===== src/enm_pkg.sv =====
package enm_pkg;

    // Entry lanes and rows of the matrix
    localparam int LANES     = 9;
    localparam int ROWS      = 3;
    localparam int ROW_LANES = 3;

    // Datapath widths
    localparam int ANG_W  = 16;
    localparam int TRIG_W = 16;
    localparam int PAIR_W = 32;
    localparam int NUM_W  = 48;
    localparam int DIV_W  = 16;
    localparam int DVD_W  = 30;
    localparam int OUT_W  = 32;

    // Numerator is divided by scale * 2^18: drop these bits first
    localparam int NUM_SHIFT = 18;

    // One division cell per quotient bit
    localparam int DIV_CELLS = DVD_W;

    // Sine polynomial coefficients, Q14
    localparam logic [10:0] POLY_C   = 11'd1160;
    localparam logic [13:0] POLY_B   = 14'd10512;
    localparam logic [14:0] POLY_A   = 15'd25736;
    localparam logic [14:0] TRIG_ONE = 15'd16384;

    // Word that moves along the divider chain
    typedef struct packed {
        logic [LANES-1:0][DVD_W-1:0] dq;    // dividend bits shifting out, quotient in
        logic [LANES-1:0][DIV_W-1:0] rem;   // partial remainder
        logic [ROWS-1:0][DIV_W-1:0]  dvsr;  // divisor magnitude per row
        logic [LANES-1:0]            neg;   // result sign per entry
        logic [ROWS-1:0]             zero;  // zero scale per row
    } t_div_word;

endpackage


===== src/enm_div_cell.sv =====
module enm_div_cell (
    input  logic                i_clk,
    input  logic                i_rst_n,
    input  logic                i_valid,
    output logic                o_ready,
    input  enm_pkg::t_div_word  i_word,
    output logic                o_valid,
    input  logic                i_ready,
    output enm_pkg::t_div_word  o_word
);
    import enm_pkg::*;

    logic      r_valid;
    t_div_word r_word;
    t_div_word n_word;
    logic [DIV_W:0] shifted [LANES];
    logic [DIV_W:0] diff    [LANES];

    // One restoring step per lane: shift in a dividend bit, try the subtract
    always_comb begin
        n_word = i_word;
        for (int k = 0; k < LANES; k++) begin
            shifted[k] = {i_word.rem[k], i_word.dq[k][DVD_W-1]};
            diff[k]    = shifted[k] - {1'b0, i_word.dvsr[k / ROW_LANES]};
            if (shifted[k] >= {1'b0, i_word.dvsr[k / ROW_LANES]}) begin
                n_word.rem[k] = diff[k][DIV_W-1:0];
                n_word.dq[k]  = {i_word.dq[k][DVD_W-2:0], 1'b1};
            end else begin
                n_word.rem[k] = shifted[k][DIV_W-1:0];
                n_word.dq[k]  = {i_word.dq[k][DVD_W-2:0], 1'b0};
            end
        end
    end

    assign o_ready = !r_valid || i_ready;

    // Advance when the next cell takes our word or we hold none
    always_ff @(posedge i_clk) begin
        if (!i_rst_n) begin
            r_valid <= 1'b0;
        end else if (o_ready) begin
            r_valid <= i_valid;
        end
    end

    always_ff @(posedge i_clk) begin
        if (o_ready) begin
            r_word <= n_word;
        end
    end

    assign o_valid = r_valid;
    assign o_word  = r_word;

endmodule


===== config.mk =====
export PLATFORM = sky130hd
export DESIGN_NAME = enm_div_cell
export DESIGN_NICKNAME = d
export VERILOG_FILES = /design/src/enm_pkg.sv /design/src/enm_div_cell.sv
export SDC_FILE = /design/constraint.sdc
export NUM_CORES = 1
export LEC_CHECK = 0
export BUFFER_PORTS_ARGS = -buffer_cell sky130_fd_sc_hd__buf_2
export CORE_AREA = 2 2 369 371
export CTS_CLUSTER_SIZE = 14
export DETAILED_ROUTE_END_ITERATION = 7
export DIE_AREA = 0 0 371 373
export PLACE_DENSITY = 0.43
export SYNTH_ARGS = -nofsm -noshare
export SYNTH_HDL_FRONTEND = slang
export SYNTH_SLANG_ARGS = --single-unit

===== constraint.sdc =====
create_clock -name i_clk -period 14.6 [get_ports i_clk]
set_clock_uncertainty 0.15 [all_clocks]
set_input_delay 0.73 -clock i_clk [delete_from_list [all_inputs] [get_ports i_clk]]
set_output_delay 0.73 -clock i_clk [all_outputs]
set_load 0.005 [all_outputs]

==> results.sh <==
export IMPL_outcome="finished, final reports clean"
export IMPL_crit_type="flop to flop"
export IMPL_grtUsageTotal_pct=17.1
export IMPL_hold_path_class="primary input to flop"
export IMPL_timing_hold_violations_final=0
export IMPL_power_switching_mw=1.23
export IMPL_grt_max_degree=151
export IMPL_fin_area_mm2=0.0337
export IMPL_clk_latency_ns=0.69
export IMPL_synthToLayoutAreaGrowth_pct=47.6
export IMPL_drtIter0Drc=1750
export IMPL_fin_crit_sh_pct=28.0
export IMPL_postRouteAntennaNets=0
export IMPL_row_count=135
export IMPL_cp_arrival_ns=4.21
export IMPL_die_area_mm2=0.138
export IMPL_drc=0
export IMPL_p_per_area_mw_per_mm2=124
export IMPL_cts_tree="yes"
export IMPL_start_util_pct=17.0
export IMPL_dp_hpwl_mm=102
export IMPL_timing_rr_end="o_word[106]"
export IMPL_slew_violations=0
export IMPL_rsz0062_at_grt="no"
export IMPL_peakVddDrop_v=0.0000963
export IMPL_yosys_area_top_type="edfxtp_1"
export IMPL_ctsHtreeMaxLevel=2
export IMPL_critPathLaunchType="flop"
export IMPL_wl_per_cell_um=26.2
export IMPL_cts_root_buf="clkbuf_16"
export IMPL_cts_path_max_buffers=3
export IMPL_required_ns=14.73
export IMPL_place_ws_ns=10.05
export IMPL_grt_pass1_wl_mm=161
export IMPL_p_clk_share_pct=37.8
export IMPL_first_global_vias=18600
export IMPL_cap_violations=0
export IMPL_placed_area_mm2=0.0298
export IMPL_synth_edf_count=474
export IMPL_routed_wirelength_mm=123
export IMPL_post_route_min_period_ns=4.09
export IMPL_die_h_um=373
export IMPL_vias=19300
export IMPL_num_io_pins=954
export IMPL_final_cell_mix="953 x buf_2, 474 x edfxtp_1, 177 x dlygate4sd3_1, 144 x ha_1, 108 x o21ai_0"
export IMPL_synth_area_top_cells="edfxtp_1 62%, ha_1 7.9%, mux2_2 2.7%, o21ai_0 2.4%, xnor2_1 2.2%"
export IMPL_rr_worst_depth=4
export IMPL_power_share_sequential_pct=42.2
export IMPL_portBuffers=953
export IMPL_grt_remaining_overflow=0
export IMPL_max_slew_worst_pin_slew_ns=1.15
export IMPL_ys_seq_area_share_pct=62.5
export IMPL_r2r_start="o_valid"
export IMPL_p_leak_nw=14.4
export IMPL_antenna_found_initial=66
export IMPL_finalSetupTns_ns=0
export IMPL_synthesis_nets=2301
export IMPL_clk_pin_slew_worst_paths_ns=0.06
export IMPL_power_frac_comb_pct=20.0
export IMPL_endpoint="o_word[106]"
export IMPL_async_reset_ff_share_pct=0
export IMPL_relSlewSlack_pct=23.6
export IMPL_r2r_setup_slack_ns=10.51
export IMPL_max_freq_mhz=245
export IMPL_netlist_area_leader_share_pct=62.4
export IMPL_end_kind="flop"
export IMPL_synth_area_mm2=0.0228
export IMPL_synth_ff_type="edfxtp_1"
export IMPL_ys_seq_elements=475
export IMPL_critPathLaunch="o_valid"
export IMPL_dr_pass1_iters=5
export IMPL_synth_cell_types=80
export IMPL_yosys_warnings=0
export IMPL_drive_above_1_share_pct=39.9
export IMPL_via_per_inst=4.10
export IMPL_cts_sinks=475
export IMPL_worst_slack_ns=10.51
export IMPL_place_gp_congestion=0.948
export IMPL_setup_viol=0
export IMPL_final_util_pct=25.0
export IMPL_syn_avg_cell_area_um2=13.7
export IMPL_p_sw_share_pct=29.5
export IMPL_die_x_um=371
export IMPL_cp_max_fo=150
export IMPL_synthCells=1670
export IMPL_placeableCoreArea_mm2=0.135
export IMPL_cts_buffers=61
export IMPL_p_int_mw=2.95
export IMPL_layout_nets=3483
export IMPL_layout_commonest_cell="buf_2"
metal layers:
layer / routed length, um / vias up / global-route usage, % / share of wire, %
met1: 53600 / 9442 / 22.9 / 44
met3: 12100 / 158 / 5.52 / 9.8
met4: 3200 / 26 / 4.58 / 2.6
li1: - / 8763 / - / -
met5: 159 / - / 0 / 0.13
met2: 54200 / 870 / 26.1 / 44
worst max-delay path, cell delays in order, from the launching register on:
cell and delay [ns]:
dfxtp_1 0.35, nand2b_4 0.49, buf_4 0.89, buf_12 0.65
buf_4 0.82
worst min-delay path by stage:
stage                     start           to  slack, ns  depth (start not counted)
CTS                 i_word[338]  o_word[339]     0.0001                          1
finish              i_word[338]  o_word[339]       0.07                          1
floorplan             i_word[0]    o_word[0]       0.68                          0
detailed placement  i_word[317]  o_word[318]       0.76                          1
global placement    i_word[208]  o_word[209]       0.76                          1
global route        i_word[440]  o_word[441]       0.02                          1
state kept, by name, indices dropped and copies added (netlist names):
signal / count
o_valid: 1
o_word: 474
cell type report:
type / count / area [um^2]
Antenna cell: 17 / 42.5
Clock buffer: 70 / 1560
Clock inverter: 44 / 507
Fill cell: 14400 / 101000
Inverter: 95 / 357
Multi-Input combinational cell: 1079 / 8110
Sequential cell: 475 / 14300
Tap cell: 1781 / 2230
Timing Repair Buffer: 1140 / 6630
synth_stat cells, types with 6 or more instances:
cell and n:
nor2_1 107, o21bai_1 7, nand2_1 89, inv_1 94, a21oi_1 101, o21ai_0 108, o21a_1 35, a211o_1 6
and3_1 7, o211ai_1 7, ha_1 144, o31a_1 16, xnor2_1 58, a21o_1 33, o31ai_1 12, and2_1 8
nand2b_1 20, nor2b_1 27, nand4_1 17, buf_2 11, mux2i_1 17, nand3_1 17, fa_1 9, nor3_1 13
edfxtp_1 474, a211oi_1 11, mux2_4 13, mux2_2 54, or2_2 6, xor2_1 34, nor4_1 7, a21boi_0 10
a31oi_1 17, or3_1 8
power by group through the flow:
stage,Clock (mW),Sequential [mW],Combinational (mW)
after floorplan,0,1.80,0.357
after global placement,0,1.79,0.807
after global routing,1.68,1.78,0.911
after CTS,1.64,1.77,0.850
after detailed placement,0,1.79,0.801
final,1.58,1.76,0.837
repair_timing:
item                                   CTS  global route
buffers inserted                         0             0
resized for setup                        0             0
hold buffers                           177             0
endpoints found under the hold margin  177             0
cell families (layout without fill, tap and decap cells):
| logic type | after synthesis | count (layout) | share of synthesized area [%] |
|---|---|---|---|
| AND/OR/NAND/NOR | 346 | 346 | 7.35 |
| adder cells (fa/ha/maj) | 153 | 153 | 8.68 |
| flip-flops | 475 | 475 | 62.5 |
| AO/OA/AOI/OAI | 404 | 404 | 11.6 |
| XOR/XNOR | 92 | 92 | 3.53 |
| other | 0 | 17 | 0 |
| multiplexers | 84 | 84 | 4.27 |
| buffers and inverters | 116 | 1349 | 2.17 |
through the flow:
step | std cells | power [mW] | hold WS [ns]
4_1_cts | 4684 | 4.25 | 0.000149
6_report | 4701 | 4.18 | 0.0712
3_3_place_gp | 4393 | 2.60 | 0.757
5_1_grt | 4690 | 4.37 | 0.0185
2_1_floorplan | 1670 | 2.16 | 0.679
3_5_place_dp | 4393 | 2.59 | 0.758
Note: power is estimated with default switching activity, not from simulation.
