[config.mk]
export PLATFORM = sky130hd
export DESIGN_NAME = enm_sin
export DESIGN_NICKNAME = d
export VERILOG_FILES = /design/src/enm_pkg.sv /design/src/enm_sin.sv
export SDC_FILE = /design/constraint.sdc
export NUM_CORES = 1
export LEC_CHECK = 0
export ABC_AREA = 1
export BUFFER_PORTS_ARGS = -buffer_cell sky130_fd_sc_hd__buf_4
export CAP_MARGIN = 20
export CORE_MARGIN = 3
export CORE_UTILIZATION = 40
export DETAILED_ROUTE_END_ITERATION = 8
export PLACE_DENSITY_LB_ADDON = 0.25
export RECOVER_POWER = 50
export SKIP_CTS_REPAIR_TIMING = 1
export SLEW_MARGIN = 0
export SYNTH_ARGS = -nofsm -noshare
export SYNTH_HDL_FRONTEND = slang
export SYNTH_SLANG_ARGS = --single-unit
export TNS_END_PERCENT = 100
[constraint.sdc]
create_clock -name i_clk -period 8 [get_ports i_clk]
set_input_delay 0.4 -clock i_clk [delete_from_list [all_inputs] [get_ports i_clk]]
set_output_delay 0.4 -clock i_clk [all_outputs]
set_load 0.03 [all_outputs]
[src/enm_pkg.sv]
package enm_pkg;

    // Entry lanes and rows of the matrix
    localparam int LANES     = 9;
    localparam int ROWS      = 3;
    localparam int ROW_LANES = 3;

    // Datapath widths
    localparam int ANG_W  = 16;
    localparam int TRIG_W = 16;
    localparam int PAIR_W = 32;
    localparam int NUM_W  = 48;
    localparam int DIV_W  = 16;
    localparam int DVD_W  = 30;
    localparam int OUT_W  = 32;

    // Numerator is divided by scale * 2^18: drop these bits first
    localparam int NUM_SHIFT = 18;

    // One division cell per quotient bit
    localparam int DIV_CELLS = DVD_W;

    // Sine polynomial coefficients, Q14
    localparam logic [10:0] POLY_C   = 11'd1160;
    localparam logic [13:0] POLY_B   = 14'd10512;
    localparam logic [14:0] POLY_A   = 15'd25736;
    localparam logic [14:0] TRIG_ONE = 15'd16384;

    // Word that moves along the divider chain
    typedef struct packed {
        logic [LANES-1:0][DVD_W-1:0] dq;    // dividend bits shifting out, quotient in
        logic [LANES-1:0][DIV_W-1:0] rem;   // partial remainder
        logic [ROWS-1:0][DIV_W-1:0]  dvsr;  // divisor magnitude per row
        logic [LANES-1:0]            neg;   // result sign per entry
        logic [ROWS-1:0]             zero;  // zero scale per row
    } t_div_word;

endpackage

[src/enm_sin.sv]
module enm_sin (
    input  logic                        i_clk,
    input  logic [3:0]                  i_en,
    input  logic [enm_pkg::ANG_W-1:0]   i_angle,
    output logic signed [enm_pkg::TRIG_W-1:0] o_sin
);
    import enm_pkg::*;

    logic [14:0] z;
    logic [29:0] zz;
    logic [25:0] p1;
    logic [28:0] p2;
    logic [29:0] p3;
    logic [15:0] mag;

    logic [14:0] r_z1, r_z2, r_z3;
    logic [14:0] r_sq1, r_sq2;
    logic [13:0] r_t2;
    logic [14:0] r_t3;
    logic        r_neg1, r_neg2, r_neg3;
    logic signed [TRIG_W-1:0] r_sin;

    // Fold the angle into the first quadrant and square it
    always_comb begin
        z   = i_angle[14] ? 15'(TRIG_ONE - {1'b0, i_angle[13:0]}) : {1'b0, i_angle[13:0]};
        zz  = z * z;
        p1  = POLY_C * r_sq1;
        p2  = r_t2 * r_sq2;
        p3  = r_t3 * r_z3;
        mag = p3[29:14];
    end

    // Stage 1: z and z^2
    always_ff @(posedge i_clk) begin
        if (i_en[0]) begin
            r_z1   <= z;
            r_sq1  <= zz[28:14];
            r_neg1 <= i_angle[15];
        end
    end

    // Stage 2: inner polynomial term
    always_ff @(posedge i_clk) begin
        if (i_en[1]) begin
            r_z2   <= r_z1;
            r_sq2  <= r_sq1;
            r_t2   <= 14'(POLY_B - 14'(p1[25:14]));
            r_neg2 <= r_neg1;
        end
    end

    // Stage 3: outer polynomial term
    always_ff @(posedge i_clk) begin
        if (i_en[2]) begin
            r_z3   <= r_z2;
            r_t3   <= 15'(POLY_A - 15'(p2[28:14]));
            r_neg3 <= r_neg2;
        end
    end

    // Stage 4: final product and sign
    always_ff @(posedge i_clk) begin
        if (i_en[3]) begin
            r_sin <= r_neg3 ? -$signed(mag) : $signed(mag);
        end
    end

    assign o_sin = r_sin;

endmodule

==> results.txt <==
----------------------------------------------------
[Yosys]
  Post-synthesis cell area ... 28280 sq um
  Flop and latch count out of synthesis ... 123
  Register area share after synthesis ... 0.1306
  Average instance area after synthesis ... 7.782 sq um
  Flip-flop cell with the highest count after synthesis ... sky130_fd_sc_hd__edfxtp_1
  Post-synthesis instance total ... 3634
  Yosys warning total ... 0
  Share of synthesized flip-flops with an asynchronous set or reset ... 0
  Post-synth EDFFs ... 123
  Number of different library cells in the post-synthesis netlist ... 48

[Worst setup path]
  Type of element launching the critical path ... input port
  Startpoint of the worst register-to-register path ... r_sq2[9]
  Largest stage delay, worst path ... 540 ps
  CP dominant cell by count ... sky130_fd_sc_hd__fa_1
  Sum of buffers and inverters on the critical path ... 7
  Data arrival at the endpoint of the critical path ... 7250 ps
  Slowest cell on the critical path ... sky130_fd_sc_hd__fa_1
  Largest delay share family, worst path ... adder cells
  Critical path endpoint category ... flip-flop
  Worst setup path class ... in -> reg
  Required arrival time at the worst endpoint ... 8200 ps
  Maximum fanout along the worst path ... 10
  Worst setup path startpoint ... i_angle[0]

[Die]
  Count of pins on the block boundary ... 37
  Area of the die ... 73920 sq um
  Row count ... 96
  Height of the die ... 271.9 um
  CORE AREA ... 69310 sq um
  Effective utilization at floorplan ... 0.4080
  Die extent in x ... 271.9 um

[Timing]
  Fin worst setup slack ... 953.7 ps
  Slew margin rel. ... -0.6044
  Total negative slack ... 0 ps
  RSZ-0062 raised after global routing ... no
  Achievable clock frequency ... 141.9 MHz
  Minimum clock period ... 7046 ps
  Total count of max-transition violations in the final report ... 110
  Worst slew pin tran ... 2407 ps
  Layout Skew ... 7.284 ps
  Setup violators final ... 0
  Share of the clock period used by the worst path after layout ... 0.8808
  Final Hold Vio Count ... 0

[Placement]
  Number of I/O port buffers ... 36
  Placed insts ... 4553
  Pre-CTS setup slack ... 769.4 ps
  GPL Wtd Cong ... 0.9054
  DPL Wire Length ... 54580 um

[Finish]
  Net count of the finished layout ... 4442
  Post-route insts no fill ... 4586
  Most common cell after layout, fill and taps aside ... sky130_fd_sc_hd__inv_1
  Ratio of cells with drive above 1 in the final layout ... 0.04023
  Area Growth Syn to Fin ... 6.469%
  Filler cells ... 7105
  Most frequent cells in the layout ... 1028 x sky130_fd_sc_hd__inv_1, 984 x sky130_fd_sc_hd__nand2_1, 461 x sky130_fd_sc_hd__fa_1

[GRT]
  Number of antenna violations at the first check in global routing ... 1
  Final global-route overflow total ... 0
  Number of global-route vias before repair ... 21880
  Maximum number of pins on one net before global-route repair ... 46
  Wire length of the first global-routing pass ... 109900 um
  Overall track demand over capacity in global routing ... 0.1832

[Worst hold path]
  Worst min-delay path class ... in -> reg
  Launch instance of the worst min-delay path ... i_angle[15]

[CTS]
  Buffer depth of the longest clock path ... 2
  # H-tree levels ... 4
  Clock slew at the register clock pins of the worst setup and hold paths ... 60 ps
  TritonCTS clock tree ... yes
  Clock root buffer ... sky130_fd_sc_hd__clkbuf_16
  Clock insertion delay at the later pin of the skew report ... 450 ps
  TritonCTS buffer count ... 17
  Number of clock sinks seen by CTS ... 123

[Drt]
  DR WL met3 ... 2523 um
  Antenna-violating nets left ... 0
  Top routing layer in use ... met4
  DRC marker count from the first detailed-route iteration ... 1172
  Detailed Routing Iterations Pass 1 ... 5
  Wirelength per Cell ... 13.97 um
  Via density ... 4.670
  Final wirelength ... 64050 um
  Met2 WL ... 30810 um
  Wl on met1 ... 29570 um
  Count of vias placed by the detailed router ... 21420
  Post-route DRC ... 0

[Run status]
  Run status ... complete, but fails checks
  Failing checks ... capacitance limit, slew limit

[Run]
  Max-capacitance violation count ... 3

----------------------------------------------------
[sequential cells by signal, indices dropped and copies added (netlist names)]
signal  count
o_sin      16
r_sq1      15
r_sq2      15
r_t3       15
r_z1       15
r_z2       15
r_z3       15
r_t2       14
r_neg1      1
r_neg2      1
r_neg3      1
[Yosys cell counts (3+ instances only)]
library cell,count,area (sq um)
sky130_fd_sc_hd__nand2_2,28,175.2
sky130_fd_sc_hd__nor3_1,14,70.07
sky130_fd_sc_hd__edfxtp_1,123,3694
sky130_fd_sc_hd__nand3b_1,12,90.09
sky130_fd_sc_hd__buf_2,5,25.02
sky130_fd_sc_hd__ha_1,319,3991
sky130_fd_sc_hd__nand3_2,6,60.06
sky130_fd_sc_hd__nand2_1,984,3694
sky130_fd_sc_hd__nand4_1,24,150.1
sky130_fd_sc_hd__clkbuf_1,61,229.0
sky130_fd_sc_hd__fa_1,461,9229
sky130_fd_sc_hd__nor2_2,13,81.33
sky130_fd_sc_hd__nor2_1,187,701.9
sky130_fd_sc_hd__nand3_1,111,555.5
sky130_fd_sc_hd__xor2_2,3,48.80
sky130_fd_sc_hd__inv_1,1028,3859
sky130_fd_sc_hd__xnor2_1,23,201.4
sky130_fd_sc_hd__o21ai_1,4,20.02
sky130_fd_sc_hd__a31oi_1,3,18.77
sky130_fd_sc_hd__a21o_1,5,37.54
sky130_fd_sc_hd__a21oi_1,93,465.5
sky130_fd_sc_hd__o211ai_1,4,30.03
sky130_fd_sc_hd__o21bai_1,10,75.07
sky130_fd_sc_hd__xor2_1,34,297.8
sky130_fd_sc_hd__nor4_1,5,31.28
sky130_fd_sc_hd__inv_2,11,41.29
sky130_fd_sc_hd__o21ai_0,34,170.2
[logic make-up after synthesis]
logic type,Yosys count,share of synthesized area
flip-flops,123,0.1306
other,2,0.0002656
buffers and inverters,1108,0.1474
AND/OR/NAND/NOR,1394,0.2014
AO/OA/AOI/OAI,167,0.03345
adder cells (fa/ha/maj),780,0.4675
XOR/XNOR,60,0.01938
[metrics by stage]
step	instance area, sq um	util	hold slack, ps
finish	30110	0.4344	151.6
global route	30110	0.4344	111.1
CTS	30120	0.4346	86.56
detailed placement	29570	0.4267	404.5
global placement	29570	0.4267	400.4
floorplan	28300	-	400.3
[worst paths after layout]
kind	slack, ps	cells after the start	endpoint
setup / recovery	950	28	r_sq1[14]
hold / removal	150	1	r_neg1
setup reg to reg	1280	25	r_t3[8]
hold reg to reg	410	0	r_z2[13]
[worst register-to-register path, delay by kind of cell (launching register included)]
family	cells	cell delay [ps]
adder cells (fa/ha/maj)	8	3620
AND/OR/NAND/NOR	10	1170
flip-flops	1	840
AO/OA/AOI/OAI	2	350
XOR/XNOR	1	310
buffers and inverters	4	200
[area by class of cell]
cell class                 count  area [sq um]  share of cell area
clock buffer                  19         432.9             0.01438
inverter                    1041          3910              0.1299
sequential                   123          3694              0.1227
multi-input combinational   2410         20440              0.6790
clock inverter                13         118.9            0.003948
antenna                        1         2.502          0.00008312
tap                          931          1165             0.03869
timing repair buffer          48         341.6             0.01135
[layer usage]
| layer | track usage | vias to the layer above |
|---|---|---|
| met5 | 0 | - |
| met1 | 0.2481 | 10300 |
| met4 | 0.04024 | 0 |
| met2 | 0.3138 | 366 |
| li1 | - | 10690 |
| met3 | 0.02414 | 62 |
Power is not shown: default switching activity piles up to over one toggle a cycle in this logic, so the estimate is an artifact.
